==> config.mk <==
export PLATFORM = sky130hd
export DESIGN_NAME = linebreak_indent_token_marker_core
export DESIGN_NICKNAME = d
export VERILOG_FILES = /design/src/hdl/litm_pkg.sv /design/src/hdl/litm_front.sv /design/src/hdl/litm_queue.sv /design/src/hdl/litm_back.sv /design/src/hdl/linebreak_indent_token_marker_core.sv
export SDC_FILE = /design/constraint.sdc
export NUM_CORES = 1
export LEC_CHECK = 0
export BUFFER_PORTS_ARGS = -buffer_cell sky130_fd_sc_hd__buf_2
export CORE_ASPECT_RATIO = 0.7
export CORE_MARGIN = 3
export CORE_UTILIZATION = 65
export CTS_BUF_LIST = sky130_fd_sc_hd__clkbuf_4
export DETAILED_ROUTE_END_ITERATION = 10
export GPL_TIMING_DRIVEN = 0
export PLACE_DENSITY = 0.81
export SLEW_MARGIN = 20
export SYNTH_ARGS = -nofsm -noshare
export SYNTH_HDL_FRONTEND = slang
export SYNTH_SLANG_ARGS = --single-unit
export TNS_END_PERCENT = 100
==> constraint.sdc <==
create_clock -name clock -period 8.6 [get_ports clock]
set_input_delay 0.43 -clock clock [delete_from_list [all_inputs] [get_ports clock]]
set_output_delay 0.43 -clock clock [all_outputs]
set_load 0.02 [all_outputs]
==> src/hdl/litm_pkg.sv <==
// Package for the linebreak / indent token marker.
// Holds the mark kind codes, the mark and queue entry types, and the default sizes.
// Depends on nothing.
`timescale 1ns / 1ps
`default_nettype none
package litm_pkg;

   localparam int POS_BITS_DEFAULT = 32;
   localparam int TAB_STOP_DEFAULT = 8;
   localparam int QUEUE_DEPTH      = 4;
   localparam logic [15:0] LEN_MAX = 16'hFFFF;
   localparam logic [15:0] IND_MAX = 16'hFFFF;

   localparam logic [7:0] CH_LF    = 8'h0A;
   localparam logic [7:0] CH_CR    = 8'h0D;
   localparam logic [7:0] CH_SPACE = 8'h20;
   localparam logic [7:0] CH_TAB   = 8'h09;

   localparam logic [2:0] KIND_NEWLINE   = 3'd0;
   localparam logic [2:0] KIND_PARAGRAPH = 3'd1;
   localparam logic [2:0] KIND_SECTION   = 3'd2;
   localparam logic [2:0] KIND_INDENT    = 3'd3;
   localparam logic [2:0] KIND_DEDENT    = 3'd4;

   typedef struct packed {
      logic [2:0]  kind;
      logic [31:0] start_pos;
      logic [15:0] mark_len;
      logic        special;
   } mark_type;

   // One byte's worth of marks: mark0 always, mark1 when two is set.
   typedef struct packed {
      logic     two;
      mark_type mark1;
      mark_type mark0;
   } entry_type;

   typedef struct packed {
      logic empty;
      logic full;
   } q_status_type;

endpackage
`default_nettype wire

==> src/hdl/litm_front.sv <==
// Front end of the marker: accepts text bytes, keeps position, linebreak run
// and indentation state, and builds the marks of each byte. Uses litm_pkg.
`timescale 1ns / 1ps
`default_nettype none
module litm_front #(
   parameter int POS_BITS = litm_pkg::POS_BITS_DEFAULT,
   parameter int TAB_STOP = litm_pkg::TAB_STOP_DEFAULT
) (
   input  wire logic                clock,
   input  wire logic                reset,
   input  wire logic                accept,
   input  wire logic [7:0]          ch,
   input  wire logic                restart,
   output logic                     push,
   output litm_pkg::entry_type      entry
);

   localparam int CW = $clog2(TAB_STOP);
   localparam int DW = (POS_BITS > 17) ? POS_BITS : 17;
   localparam logic [POS_BITS-1:0] POS_MAX = {POS_BITS{1'b1}};
   localparam logic [CW-1:0] SAT_COL = CW'(65535 % TAB_STOP);
   localparam logic [CW-1:0] LAST_COL = CW'(TAB_STOP - 1);

   logic [POS_BITS-1:0] position_ff, position_in;
   logic [POS_BITS-1:0] run_start_ff, run_start_in;
   logic [1:0]          break_count_ff, break_count_in;
   logic [15:0]         indent_now_ff, indent_now_in;
   logic [15:0]         indent_prev_ff, indent_prev_in;
   logic [CW-1:0]       col_ff, col_in;   // indent_now modulo TAB_STOP

   logic [POS_BITS-1:0] p, rs_base;
   logic [1:0]          bc_base;
   logic [15:0]         ind_base, prev_base;
   logic [CW-1:0]       col_base;
   logic                brk, ws;
   logic [POS_BITS-1:0] diff;
   logic [DW-1:0]       diff_x;
   logic [15:0]         run_len;
   logic [16:0]         ind_step;

   always_comb begin
      // restart takes the reset values before this byte
      p         = restart ? '0 : position_ff;
      rs_base   = restart ? '0 : run_start_ff;
      bc_base   = restart ? 2'd1 : break_count_ff;
      ind_base  = restart ? '0 : indent_now_ff;
      prev_base = restart ? '0 : indent_prev_ff;
      col_base  = restart ? '0 : col_ff;

      brk = (ch == litm_pkg::CH_LF) || (ch == litm_pkg::CH_CR);
      ws  = brk || (ch == litm_pkg::CH_SPACE) || (ch == litm_pkg::CH_TAB);

      position_in    = (p == POS_MAX) ? p : p + 1'b1;
      run_start_in   = rs_base;
      break_count_in = bc_base;
      indent_now_in  = ind_base;
      indent_prev_in = prev_base;
      col_in         = col_base;

      push  = 1'b0;
      entry = '0;
      entry.mark0.start_pos = 32'(p);

      diff     = '0;
      diff_x   = '0;
      run_len  = '0;
      ind_step = '0;

      if (brk) begin
         push = 1'b1;
         entry.mark0.kind     = litm_pkg::KIND_NEWLINE;
         entry.mark0.mark_len = 16'd1;
         if (bc_base == 2'd0) begin
            run_start_in = p;
         end
         indent_now_in = '0;
         col_in        = '0;
         if (bc_base != 2'd3) begin
            break_count_in = bc_base + 2'd1;
         end
         diff   = p - run_start_in;
         diff_x = DW'(diff);
         if (p < run_start_in) begin
            run_len = '0;
         end else if (diff_x >= DW'(litm_pkg::LEN_MAX)) begin
            run_len = litm_pkg::LEN_MAX;
         end else begin
            run_len = 16'(diff_x + 1'b1);
         end
         entry.mark1.start_pos = 32'(run_start_in);
         entry.mark1.mark_len  = run_len;
         if (break_count_in == 2'd2) begin
            entry.two        = 1'b1;
            entry.mark1.kind = litm_pkg::KIND_PARAGRAPH;
         end else if (break_count_in == 2'd3) begin
            entry.two        = 1'b1;
            entry.mark1.kind = litm_pkg::KIND_SECTION;
         end
      end else if (ws && (bc_base != 2'd0)) begin
         if (ch == litm_pkg::CH_TAB) begin
            ind_step = {1'b0, ind_base} + 17'(TAB_STOP) - 17'(col_base);
            col_in   = '0;
         end else begin
            ind_step = {1'b0, ind_base} + 17'd1;
            col_in   = (col_base == LAST_COL) ? '0 : col_base + 1'b1;
         end
         if (ind_step > {1'b0, litm_pkg::IND_MAX}) begin
            indent_now_in = litm_pkg::IND_MAX;
            col_in        = SAT_COL;
         end else begin
            indent_now_in = ind_step[15:0];
         end
      end

      if (!ws && (bc_base != 2'd0)) begin
         entry.mark0.special = 1'b1;
         if (ind_base > prev_base) begin
            push = 1'b1;
            entry.mark0.kind = litm_pkg::KIND_INDENT;
         end else if (ind_base < prev_base) begin
            push = 1'b1;
            entry.mark0.kind = litm_pkg::KIND_DEDENT;
         end
         indent_prev_in = ind_base;
         break_count_in = 2'd0;
      end

      push = push && accept;
   end

   always_ff @(posedge clock) begin
      if (reset) begin
         position_ff    <= '0;
         run_start_ff   <= '0;
         break_count_ff <= 2'd1;
         indent_now_ff  <= '0;
         indent_prev_ff <= '0;
         col_ff         <= '0;
      end else if (accept) begin
         position_ff    <= position_in;
         run_start_ff   <= run_start_in;
         break_count_ff <= break_count_in;
         indent_now_ff  <= indent_now_in;
         indent_prev_ff <= indent_prev_in;
         col_ff         <= col_in;
      end
   end

endmodule
`default_nettype wire

==> src/hdl/litm_queue.sv <==
// Short queue of mark entries between the front and back ends.
// Register based, read at the head only. Uses litm_pkg.
`timescale 1ns / 1ps
`default_nettype none
module litm_queue (
   input  wire logic                 clock,
   input  wire logic                 reset,
   input  wire logic                 push,
   input  wire litm_pkg::entry_type  push_entry,
   input  wire logic                 pop,
   output litm_pkg::entry_type       head,
   output litm_pkg::q_status_type    status
);

   localparam int DEPTH = litm_pkg::QUEUE_DEPTH;
   localparam int AW    = $clog2(DEPTH);
   localparam int CNW   = $clog2(DEPTH + 1);

   litm_pkg::entry_type slot_ff [DEPTH];
   logic [AW-1:0]  wr_ptr_ff, wr_ptr_in;
   logic [AW-1:0]  rd_ptr_ff, rd_ptr_in;
   logic [CNW-1:0] count_ff, count_in;

   always_comb begin
      status.empty = (count_ff == '0);
      status.full  = (count_ff == CNW'(DEPTH));
      head         = slot_ff[rd_ptr_ff];

      wr_ptr_in = wr_ptr_ff;
      rd_ptr_in = rd_ptr_ff;
      count_in  = count_ff;
      if (push) begin
         wr_ptr_in = (wr_ptr_ff == AW'(DEPTH - 1)) ? '0 : wr_ptr_ff + 1'b1;
      end
      if (pop) begin
         rd_ptr_in = (rd_ptr_ff == AW'(DEPTH - 1)) ? '0 : rd_ptr_ff + 1'b1;
      end
      if (push && !pop) begin
         count_in = count_ff + 1'b1;
      end else if (pop && !push) begin
         count_in = count_ff - 1'b1;
      end
   end

   always_ff @(posedge clock) begin
      if (reset) begin
         wr_ptr_ff <= '0;
         rd_ptr_ff <= '0;
         count_ff  <= '0;
      end else begin
         wr_ptr_ff <= wr_ptr_in;
         rd_ptr_ff <= rd_ptr_in;
         count_ff  <= count_in;
      end
   end

   always_ff @(posedge clock) begin
      if (push) begin
         slot_ff[wr_ptr_ff] <= push_entry;
      end
   end

   a_no_push_full: assert property (@(posedge clock) disable iff (reset)
      !(push && status.full))
      else $error("queue written while full");

   a_no_pop_empty: assert property (@(posedge clock) disable iff (reset)
      !(pop && status.empty))
      else $error("queue read while empty");

   a_count_tracks: assert property (@(posedge clock) disable iff (reset)
      (push && !pop) |=> (count_ff == $past(count_ff) + 1'b1))
      else $error("queue count lost a push");

endmodule
`default_nettype wire

==> src/hdl/litm_back.sv <==
// Back end of the marker: takes queue entries and sends their marks one per cycle
// while out_ready allows, through an output register, flagging the last. Uses litm_pkg.
`timescale 1ns / 1ps
`default_nettype none
module litm_back (
   input  wire logic                   clock,
   input  wire logic                   reset,
   input  wire litm_pkg::entry_type    head,
   input  wire litm_pkg::q_status_type status,
   output logic                        pop,
   output logic                        out_valid,
   output litm_pkg::mark_type          out_mark,
   output logic                        out_last,
   input  wire logic                   out_ready
);

   logic               sel_ff, sel_in;       // 1: second mark of the head entry is next
   logic               valid_ff, valid_in;
   litm_pkg::mark_type mark_ff, mark_in;
   logic               last_ff, last_in;
   logic               load;

   always_comb begin
      load     = (!valid_ff || out_ready) && !status.empty;
      pop      = 1'b0;
      sel_in   = sel_ff;
      valid_in = valid_ff && !out_ready;
      mark_in  = mark_ff;
      last_in  = last_ff;
      if (load) begin
         valid_in = 1'b1;
         if (sel_ff) begin
            mark_in = head.mark1;
            last_in = 1'b1;
            pop     = 1'b1;
            sel_in  = 1'b0;
         end else begin
            mark_in = head.mark0;
            last_in = !head.two;
            pop     = !head.two;
            sel_in  = head.two;
         end
      end
   end

   always_ff @(posedge clock) begin
      if (reset) begin
         sel_ff   <= 1'b0;
         valid_ff <= 1'b0;
      end else begin
         sel_ff   <= sel_in;
         valid_ff <= valid_in;
      end
   end

   always_ff @(posedge clock) begin
      mark_ff <= mark_in;
      last_ff <= last_in;
   end

   assign out_valid = valid_ff;
   assign out_mark  = mark_ff;
   assign out_last  = last_ff;

endmodule
`default_nettype wire

==> src/hdl/linebreak_indent_token_marker_core.sv <==
// Top level of the linebreak / indent token marker.
// Instantiates litm_front, litm_queue and litm_back; uses litm_pkg.
//
// Usage: text bytes enter on the req_ stream, one byte per request, with a
// restart bit that clears front end state before its byte. Marks leave on
// the rsp_ stream: newline for every linebreak, paragraph on the second
// linebreak of a run, section on the third and later, and zero-length
// indent or dedent marks at the first content byte of a line. rsp_tlast
// flags the final mark of a byte; bytes that cause no mark give nothing.
// Throughput: one byte per cycle while the queue is not full. A linebreak
// that closes a paragraph or section gives two marks, and the output register
// sends one mark per cycle while rsp_tready is high; the four-entry mark queue
// between front and back absorbs short bursts of such bytes. A mark is
// written into the queue when its byte is accepted and then reaches rsp_
// through the output register. When the receiver stalls, the output register
// holds its mark, the queue fills, and req_tready drops only once it is full.
// Reset clears position, run and indentation state and empties the queue.
`timescale 1ns / 1ps
`default_nettype none
module linebreak_indent_token_marker_core #(
   parameter int POS_BITS = litm_pkg::POS_BITS_DEFAULT,
   parameter int TAB_STOP = litm_pkg::TAB_STOP_DEFAULT
) (
   input  wire logic        clock,
   input  wire logic        reset,
   input  wire logic        req_tvalid,
   output logic             req_tready,
   input  wire logic [15:0] req_tdata,   // [7:0] ch, [8] restart, [15:9] zero
   output logic             rsp_tvalid,
   input  wire logic        rsp_tready,
   output logic [55:0]      rsp_tdata,   // [31:0] start_pos, [47:32] mark_len,
                                         // [48] special, [55:49] zero
   output logic [2:0]       rsp_tuser,   // [2:0] kind
   output logic             rsp_tlast
);

   logic                   accept;
   logic                   push;
   litm_pkg::entry_type    push_entry;
   litm_pkg::entry_type    head;
   litm_pkg::q_status_type status;
   logic                   pop;
   litm_pkg::mark_type     out_mark;

   assign req_tready = !status.full;
   assign accept     = req_tvalid && req_tready;

   litm_front #(
      .POS_BITS (POS_BITS),
      .TAB_STOP (TAB_STOP)
   ) u_front (
      .clock   (clock),
      .reset   (reset),
      .accept  (accept),
      .ch      (req_tdata[7:0]),
      .restart (req_tdata[8]),
      .push    (push),
      .entry   (push_entry)
   );

   litm_queue u_queue (
      .clock      (clock),
      .reset      (reset),
      .push       (push),
      .push_entry (push_entry),
      .pop        (pop),
      .head       (head),
      .status     (status)
   );

   litm_back u_back (
      .clock     (clock),
      .reset     (reset),
      .head      (head),
      .status    (status),
      .pop       (pop),
      .out_valid (rsp_tvalid),
      .out_mark  (out_mark),
      .out_last  (rsp_tlast),
      .out_ready (rsp_tready)
   );

   assign rsp_tdata = {7'd0, out_mark.special, out_mark.mark_len, out_mark.start_pos};
   assign rsp_tuser = out_mark.kind;

endmodule
`default_nettype wire

Word-level counts from Yosys, hierarchy flattened

Memories as Yosys holds them, arrays and structs flattened. A register that Yosys moved wholly into a read port is not among the register bits.
Index checks and enable logic that the tools add are counted.
Widths: inputs -> output; s select.

Equality and inequality tests: 12
$add $sub $neg: 12
Divide/modulo/power cells: 0
Reductions and logical operators: 24
Muxes and demuxes: 53
$lt $le $gt $ge: 5
Multiply operators: 0
Bitwise gates (word level): 0
Shift operators: 0

Operator list:

| kind                  | number |
|---|---|
| $mux 32               | 6 |
| $mux 16               | 8 |
| $mux 52               | 2 |
| $mux 17               | 3 |
| $mux 3                | 11 |
| $add 32x1->32 const B | 1 |
| $eq 32x32->1 const B  | 1 |
| $ge 32x16->1 const B  | 1 |
| $lt 32x32->1          | 1 |
| $sub 32x32->32        | 1 |
| $eq 8x4->1 const B    | 3 |
| $mux 2                | 9 |
| $add 16x1->17 const B | 1 |
| $add 16x4->17 const B | 1 |
| $gt 17x16->1 const B  | 1 |
| $sub 17x3->17         | 1 |
| $add 16x1->16 const B | 1 |
| $gt 16x16->1          | 1 |
| $lt 16x16->1          | 1 |
| $mux 1                | 12 |
| $eq 2x2->1 const B    | 4 |
| $eq 8x6->1 const B    | 1 |
| $logic_and 1x1->1     | 8 |
| $logic_not 1->1       | 8 |
| other kinds (10)      | 19 |

Bits in latches: 0
Input bits: 20
RAM bits: 356
Memory bits (read-only): 0
Flip-flop bits (word level): 163
Memories: 1
Logic and storage cells: 123

Memories:

| memory          | depth | bits a word | read ports | clocked after Yosys merged registers in | wr ports | line             | RTL |
|---|---|---|---|---|---|---|---|
| u_queue.slot_ff | 4     | 89          | 1          | 1                                       | 1        | litm_queue.sv:19 | `litm_pkg::entry_type slot_ff [DEPTH];` |

Depth between registers and ports, before layout

Gate-level depths: netlist of run 1.

Depth in word-level cells: 12
Depth in mapped cells: 23
Gate-level depth less buffers: 19

Hierarchy

From an unflattened synthesis of run 1, not the netlist that was laid out.

Cell total of the unflattened synthesis: 2106
Area, all modules: 28036.9 sq um

Modules (own cells, without submodules):

| module                             | times used | area an instance (sq um) | cells an instance | seq. area each (sq um) |
|---|---|---|---|---|
| litm_queue                         | 1          | 15602.5                  | 593               | 12792.3 |
| litm_front                         | 1          | 10059.6                  | 1381              | 2021.9 |
| litm_back                          | 1          | 2308.5                   | 122               | 1631.6 |
| linebreak_indent_token_marker_core | 1          | 66.3                     | 10                | 0.0 |

Least setup slack after synthesis of run 1

No wires, ideal clock.

Path kind: input port to flip-flop
Start point: input req_tdata[8]
End point: memory u_queue.slot_ff[0][0] (netlist bit), enable pin
Path slack: 809 ps
Arrival: 7247 ps
Library setup time: 544 ps
Path buffers: 5
Cell stages on the path: 17
Cell sequence: clkbuf_1 clkbuf_1 clkbuf_1 clkbuf_1 clkbuf_1 nand2b_1 ha_1 a21o_1 a21o_1 a21o_1 a21oi_1 nor2b_1 o31ai_1 nand2b_1 a21oi_1 o22ai_1 nor2b_1

Longest elaborated chain between the ends: 8

RTL lines:

| element                           | line                                     | RTL |
|---|---|---|
| from (decl)                       | linebreak_indent_token_marker_core.sv:28 | `input wire logic [15:0] req_tdata,` |
| $mux 16, on equally long branches | litm_front.sv:46, litm_front.sv:47       |  |
| $lt 16x16->1                      | litm_front.sv:120                        | `end else if (ind_base < prev_base) begin` |
| $mux 1                            | litm_front.sv:120                        |  |
| $mux 1                            | litm_front.sv:117                        | `if (ind_base > prev_base) begin` |
| $mux 1 *                          | litm_front.sv:115                        | `if (!ws && (bc_base != 2'd0)) begin` |
| $logic_and 1x1->1 *               | litm_front.sv:128                        | `push = push && accept;` |
| $mux 1 *                          | litm_queue.sv:58                         | `if (push) begin` |
| $mux 1 (implied by the code) *    | litm_queue.sv:59                         | `slot_ff[wr_ptr_ff] <= push_entry;` |
| to (decl)                         | litm_queue.sv:19                         |  |

Mark *: on every way between the ends. The rest lies on a longest branch, timed or not.

==> results of run 1 <==
## cell type report
cell class	count	share of cell area [%]
tap	518	2.29
multi-input combinational	1373	36.3
sequential	513	50.5
clock inverter	36	0.796
timing repair buffer	86	2.74
clock buffer	177	4.69
inverter	54	0.716
antenna	3	0.0265
buffer	123	1.92
## where the power goes
part | leakage (nW) | switching, mW | internal (mW)
registers | 4.52 | 0.0549 | 2.91
logic | 4.57 | 0.962 | 0.619
clock network | 0.925 | 0.978 | 1.01
total | 10.0 | 2.00 | 4.53
## timing repair
item,4_1_cts,5_1_grt
endpoints found under the hold margin,1,0
buffers inserted,0,0
hold buffers,1,0
endpoints found under the setup margin,0,0
## stage by stage
step / TNS [ns] / utilization (%)
6_report: 0 / 75.0
3_5_place_dp: 0 / 70.8
5_1_grt: 0 / 75.0
3_3_place_gp: -1592.22 / 69.6
2_1_floorplan: 0 / -
4_1_cts: 0 / 75.0
## worst paths after layout
check | endpoint | slack, ns
max | u_queue.slot_ff[1][52]$_DFFE_PP_ | 0.92
min | u_queue.wr_ptr_ff[1]$_SDFFE_PP0P_ | 0.16
max reg2reg | u_queue.slot_ff[1][52]$_DFFE_PP_ | 2.42
min reg2reg | u_front.indent_now_ff[9]$_SDFFE_PP0P_ | 0.45
## critical path: stages
cell      delay (ns)
buf_2           0.29
clkbuf_1        0.76
clkbuf_1        0.64
clkbuf_1        0.57
clkbuf_1        0.50
clkbuf_1        0.64
nor2b_1         0.29
ha_1            0.36
clkbuf_1        0.24
a21oi_1         0.37
o211ai_1        0.16
a31oi_1         0.47
nand4_1         0.16
o21ai_0         0.51
o221ai_1        0.21
a221oi_1        0.39
nor2_1          0.07
o21ai_1         0.58
buf_2           0.43
a31oi_2         0.10
## cell usage in the layout, fill, tap and decap left out, types with 62 or more instances in the layout
| master | count |
|---|---|
| mux4_2 | 87 |
| nor2_1 | 199 |
| a21oi_1 | 104 |
| buf_2 | 72 |
| ha_1 | 82 |
| nor2b_1 | 62 |
| clkbuf_1 | 87 |
| nand2_1 | 184 |
| clkbuf_4 | 177 |
| o21ai_0 | 67 |
| dfxtp_1 | 112 |
| edfxtp_1 | 401 |
## registers in the layout (all words and copies together), names as in the netlist, named ones only
| signal | flops |
|---|---|
| u_back.out_valid | 1 |
| u_front.indent_now_ff | 16 |
| u_queue.wr_ptr_ff | 2 |
| u_back.sel_ff | 1 |
| u_front.indent_prev_ff | 16 |
| u_queue.count_ff | 3 |
| u_queue.slot_ff | 348 |
| u_back.out_mark | 52 |
| u_front.col_ff | 3 |
| u_queue.rd_ptr_ff | 2 |
| u_front.break_count_ff | 2 |
| u_back.out_last | 1 |
| u_front.position_ff | 32 |
| u_front.run_start_ff | 32 |
## logic make-up after synthesis
group | synth area share [%]
buffers and inverters | 2.94
AND/OR/NAND/NOR | 13.0
XOR/XNOR | 2.67
other | 0.0149
flip-flops | 56.6
multiplexers | 9.69
AO/OA/AOI/OAI | 10.8
adder cells (fa/ha/maj) | 4.22
## per-layer routing
| metal | vias up | track usage [%] | share of wire (%) |
|---|---|---|---|
| li1 | 8201 | - | - |
| met1 | 8988 | 48.6 | 42 |
| met2 | 1138 | 49.7 | 44 |
| met3 | 143 | 8.02 | 12 |
| met4 | 0 | 11.0 | 2.5 |
| met5 | - | 0 | 0 |
==> metrics.cfg, run 1 <==
[setup_path]
worstSetupStartpointType=primary input
r2r-start=u_front.break_count_ff[0]$_SDFFE_PP1P_
worstPathRequired_ns=9.11
worst-setup-path-type=in2reg
arrival_ns=8.19
cp_max_fo=10
crit_start=req_tdata[8]
end_kind=flip-flop
r2r_cells=19

[clock_tree]
clockBufferDepth=3
cts_root_buf=clkbuf_4
clock_sinks=513
cts_tree=done
path_clk_slew_ns=0.06
cts-htree-levels=3
cts_made_buffers=114
cts_resized=0
clk_latency_ns=0.88

[route]
via_per_inst=6.41
wl_microns=68000
dr.pass1.iters=6
route.detailed.drc=0
wire_per_inst_microns=23.6
ant_nets=0
vias=18500
drtIter0Drc=2338

[placed_design]
gp_congestion=0.989
placed_cells_incl_taps=2666
placed_area_sq_um=26700
post-place-ws_ns=0.661
numPortBuffers=66
place_hpwl_microns=48600

[yosys]
synth_top_cells_by_area=edfxtp_1 (48%), dfxtp_1 (8.9%), mux4_2 (7.8%)
synth_edf_count=401
yosys-top-cells-count=edfxtp_1 (401), nor2_1 (199), nand2_1 (184), dfxtp_1 (112), a21oi_1 (105)
synth.distinct_cells=91
synth_most_common_cell=edfxtp_1
synth_area_sq_um=25200
yosysTopAreaCell=edfxtp_1
syn_area_per_cell_sq_um=12.3
ys_ff_latch=513
seq_area_frac_synth_pct=56.6
netlist_instances=2057
yosysTopAreaCellShare_pct=47.7
synth_top_flop_cell=edfxtp_1
synthArstFlopShare_pct=0
yosys_warnings=0

[run]
maxCapViolCount=0

[sta]
hold_ws_ns=0.158
max_slew.worst_pin.slew_ns=1.07
relSlewSlack_pct=28.8
period_needed_ns=7.68
max_freq_mhz=130
fin_worst_skew_ns=0.0673
finalSetupViolCount=0
period_share_pct=89.3
hold_viol=0
finalWorstSetupSlack_ns=0.923
drv_slew=0
rsz0062_at_grt=no

[die]
die_x_microns=242
io_pins=82
die_y_microns=171
row_count=59
die-area_sq_um=41300
initial_core_util_pct=66.9
core_area_sq_um=37700

[power]
p_per_area_nw_per_um2=231
p_total_mw=6.53
ir_drop_v=0.000281
p_leak_nw=10.0

[global_routing]
grt_overflow=0
antenna_found_initial=1
grt_first_pass_wirelength_microns=104000
grt_max_degree=25
grt_usage_pct=33.2
grt_pass1_vias=18000

[outcome]
status=finished clean

[finish]
finalNonFillerCells=2883
layout-drive-gt1-share_pct=19.7
fin_area_sq_um=28300
nets=2369
area_growth_pct=12.1
regArea_sq_um=14300
multi_input_area_sq_um=10300
fillers=2431

[worst_hold_path]
hold_path_class=in2reg
min_from=reset
hold_depth=3

Note: power is estimated with default switching activity, not from simulation.
==> run 2, diff against run 1 <==
--- a/config.mk
+++ b/config.mk
@@ -6,13 +6,15 @@
 export NUM_CORES = 1
 export LEC_CHECK = 0
 export BUFFER_PORTS_ARGS = -buffer_cell sky130_fd_sc_hd__buf_2
+export CELL_PAD_IN_SITES_DETAIL_PLACEMENT = 0
+export CELL_PAD_IN_SITES_GLOBAL_PLACEMENT = 1
 export CORE_ASPECT_RATIO = 0.7
 export CORE_MARGIN = 3
-export CORE_UTILIZATION = 65
+export CORE_UTILIZATION = 53
 export CTS_BUF_LIST = sky130_fd_sc_hd__clkbuf_4
 export DETAILED_ROUTE_END_ITERATION = 10
 export GPL_TIMING_DRIVEN = 0
-export PLACE_DENSITY = 0.81
+export PLACE_DENSITY = 0.8
 export SLEW_MARGIN = 20
 export SYNTH_ARGS = -nofsm -noshare
 export SYNTH_HDL_FRONTEND = slang
==> run 2 against run 1 <==
Cell count up 3.2%. Maximum frequency down 1.9%. Clock power fell by 3%. Design area is 0.35% higher. First-iteration DRC count fell by 29%. Setup slack got worse by 0.15 ns. Flip-flop and latch count did not move. Clock skew decreased by 0.033 ns. Critical path depth is 1 lower. Largest cell class unchanged.
==> metrics.cfg, run 2 (same netlist as run 1, synthesis figures left out) <==
[outcome]
status=finished clean

[clock_tree]
path_clk_slew_ns=0.07  ; about the same
clock_sinks=513  ; unchanged
cts-htree-levels=3  ; unchanged
cts_root_buf=clkbuf_4
cts_setup_buffers=0  ; unchanged
cts_made_buffers=119  ; +4.4%
cts_tree=done
clockBufferDepth=3  ; unchanged
clk_latency_ns=0.89  ; about the same

[sta]
tns_ns=0  ; unchanged
relSlewSlack_pct=21.2  ; -7.5 points
hold_ws_ns=0.196  ; +0.0382 ns
period_needed_ns=7.82  ; +0.146 ns
max_freq_mhz=128  ; -1.9%
period_share_pct=91.0  ; +1.7 points
hold_viol=0  ; unchanged
fin_worst_skew_ns=0.0347  ; -0.0326 ns
finalSetupViolCount=0  ; unchanged
drv_slew=0  ; unchanged
max_slew.worst_pin.slew_ns=1.18  ; +0.113 ns
rsz0062_at_grt=no

[die]
die_x_microns=267  ; +10%
io_pins=82  ; unchanged
die_y_microns=189  ; +10%
initial_core_util_pct=54.0  ; -13 points
row_count=66  ; +12%
core_area_sq_um=46700  ; +24%
die-area_sq_um=50300  ; +22%

[route]
drtIter0Drc=1652  ; -29%
route.detailed.drc=0  ; unchanged
ant_nets=0  ; unchanged
wl_microns=67400  ; -0.89%
vias=17700  ; -4.1%
wire_per_inst_microns=22.6  ; -4.0%
via_per_inst=5.95  ; -7.1%
dr.pass1.iters=8  ; +2

[setup_path]
r2r_cells=17  ; -2
worstPathRequired_ns=9.19  ; +0.08 ns
arrival_ns=8.41  ; +0.22 ns
worst-setup-path-type=in2reg
endpoint=u_queue.slot_ff[0][47]$_DFFE_PP_
r2r-start=u_front.break_count_ff[1]$_SDFFE_PP0P_
timing.rr.end=u_queue.slot_ff[0][47]$_DFFE_PP_
end_kind=flip-flop
ff2ff_setup_slack_ns=2.06  ; -0.36 ns
crit_start=req_tdata[8]
worstSetupStartpointType=primary input
cp_max_fo=10  ; unchanged

[finish]
regMostFlops=u_queue.slot_ff
finalCoreUtilization_pct=60.8  ; -14 points
fillers=3754  ; +54%
final_cell_mix=edfxtp_1 (401), nor2_1 (199), nand2_1 (184)
layout-drive-gt1-share_pct=19.6  ; -0.10 points
finalNonFillerCells=2976  ; +3.2%
area_growth_pct=12.5
fin_area_sq_um=28400  ; +0.35%
regArea_sq_um=14300  ; unchanged
nets=2375  ; +0.25%
largest_reg_flops=348  ; unchanged
final_common_cell=edfxtp_1
multi_input_area_sq_um=10300  ; +0.12%

[power]
p_per_area_nw_per_um2=226  ; -1.9%
p_leak_nw=10.0  ; about the same
ir_drop_v=0.000251  ; -11%

[global_routing]
grt_pass1_vias=17300  ; -3.9%
antenna_found_initial=3  ; +2
grt_usage_pct=27.4  ; -5.8 points
grt_max_degree=24  ; -4.0%
grt_overflow=0  ; unchanged
grt_first_pass_wirelength_microns=104000  ; -0.15%

[placed_design]
placed_cells_incl_taps=2760  ; +3.5%
numPortBuffers=66  ; unchanged
gp_congestion=0.942  ; -4.8%
place_hpwl_microns=48600  ; -0.14%
placed_area_sq_um=26900  ; +0.50%

[run]
maxCapViolCount=0  ; unchanged

[worst_hold_path]
hold_path_class=in2reg

-- run 2: layer usage --
metal | up-vias | global-route usage, % | share of wire, %
li1 | 8200 | - | -
met1 | 8785 | 40.3 | 46
met2 | 631 | 41.1 | 45
met3 | 89 | 6.60 | 7.8
met4 | 2 | 6.97 | 2.0
met5 | - | 0 | 0.019
-- run 2: worst max-delay path: stages --
cell and delay, ns:
buf_2 0.29, clkbuf_1 0.65, clkbuf_1 0.52, clkbuf_1 0.52, clkbuf_1 0.50, clkbuf_1 0.73, nor2b_1 0.35, ha_1 0.39
clkbuf_1 0.37, nor3_1 0.14, o311ai_0 0.67, o2111ai_1 0.20, a2111oi_0 0.48, o2111ai_1 0.21, nor4_1 0.59, nand4_1 0.28
nor4_4 0.67, buf_6 0.25, a31oi_2 0.16
-- run 2: metrics by stage --
stage / setup slack (ns) / total power, mW
3_5_place_dp: 0.171 / 4.58
6_report: 0.777 / 6.43
2_1_floorplan: 0.809 / 4.05
4_1_cts: 1.10 / 6.51
5_1_grt: 0.584 / 6.76
3_3_place_gp: -4.85 / 4.52
-- run 2: where the power goes --
group / switching (mW) / internal [mW] / leakage (nW)
Combinational: 0.941 / 0.617 / 4.59
Sequential: 0.0465 / 2.91 / 4.52
Clock: 0.948 / 0.968 / 0.899
Total: 1.94 / 4.49 / 10.0
-- run 2: repair_timing --
item,4_1_cts,5_1_grt
endpoints found under the hold margin,3,0
hold buffers,2,0
gates resized for setup,0,0
endpoints found under the setup margin,0,0
-- run 2: final cells by class --
cell class / instances / area share (%)
antenna: 5 / 0.0441
timing repair buffer: 87 / 2.79
buffer: 123 / 1.92
inverter: 54 / 0.714
clock buffer: 176 / 4.65
clock inverter: 33 / 0.630
multi-input combinational: 1373 / 36.3
sequential: 513 / 50.3
tap: 612 / 2.70
-- run 2: worst min path at each step --
stage,cells past startpoint,end,startpoint,slack (ns)
floorplan,2,u_front.indent_now_ff[5]$_SDFFE_PP0P_,u_front.indent_now_ff[5]$_SDFFE_PP0P_,0.42
global placement,2,u_front.indent_now_ff[5]$_SDFFE_PP0P_,u_front.indent_now_ff[5]$_SDFFE_PP0P_,0.43
detailed placement,2,u_front.indent_now_ff[5]$_SDFFE_PP0P_,u_front.indent_now_ff[5]$_SDFFE_PP0P_,0.43
CTS,4,u_front.position_ff[3]$_SDFFE_PP0P_,req_tvalid,0.1
global route,4,u_front.position_ff[3]$_SDFFE_PP0P_,req_tvalid,0.14
finish,4,u_front.position_ff[3]$_SDFFE_PP0P_,req_tvalid,0.20
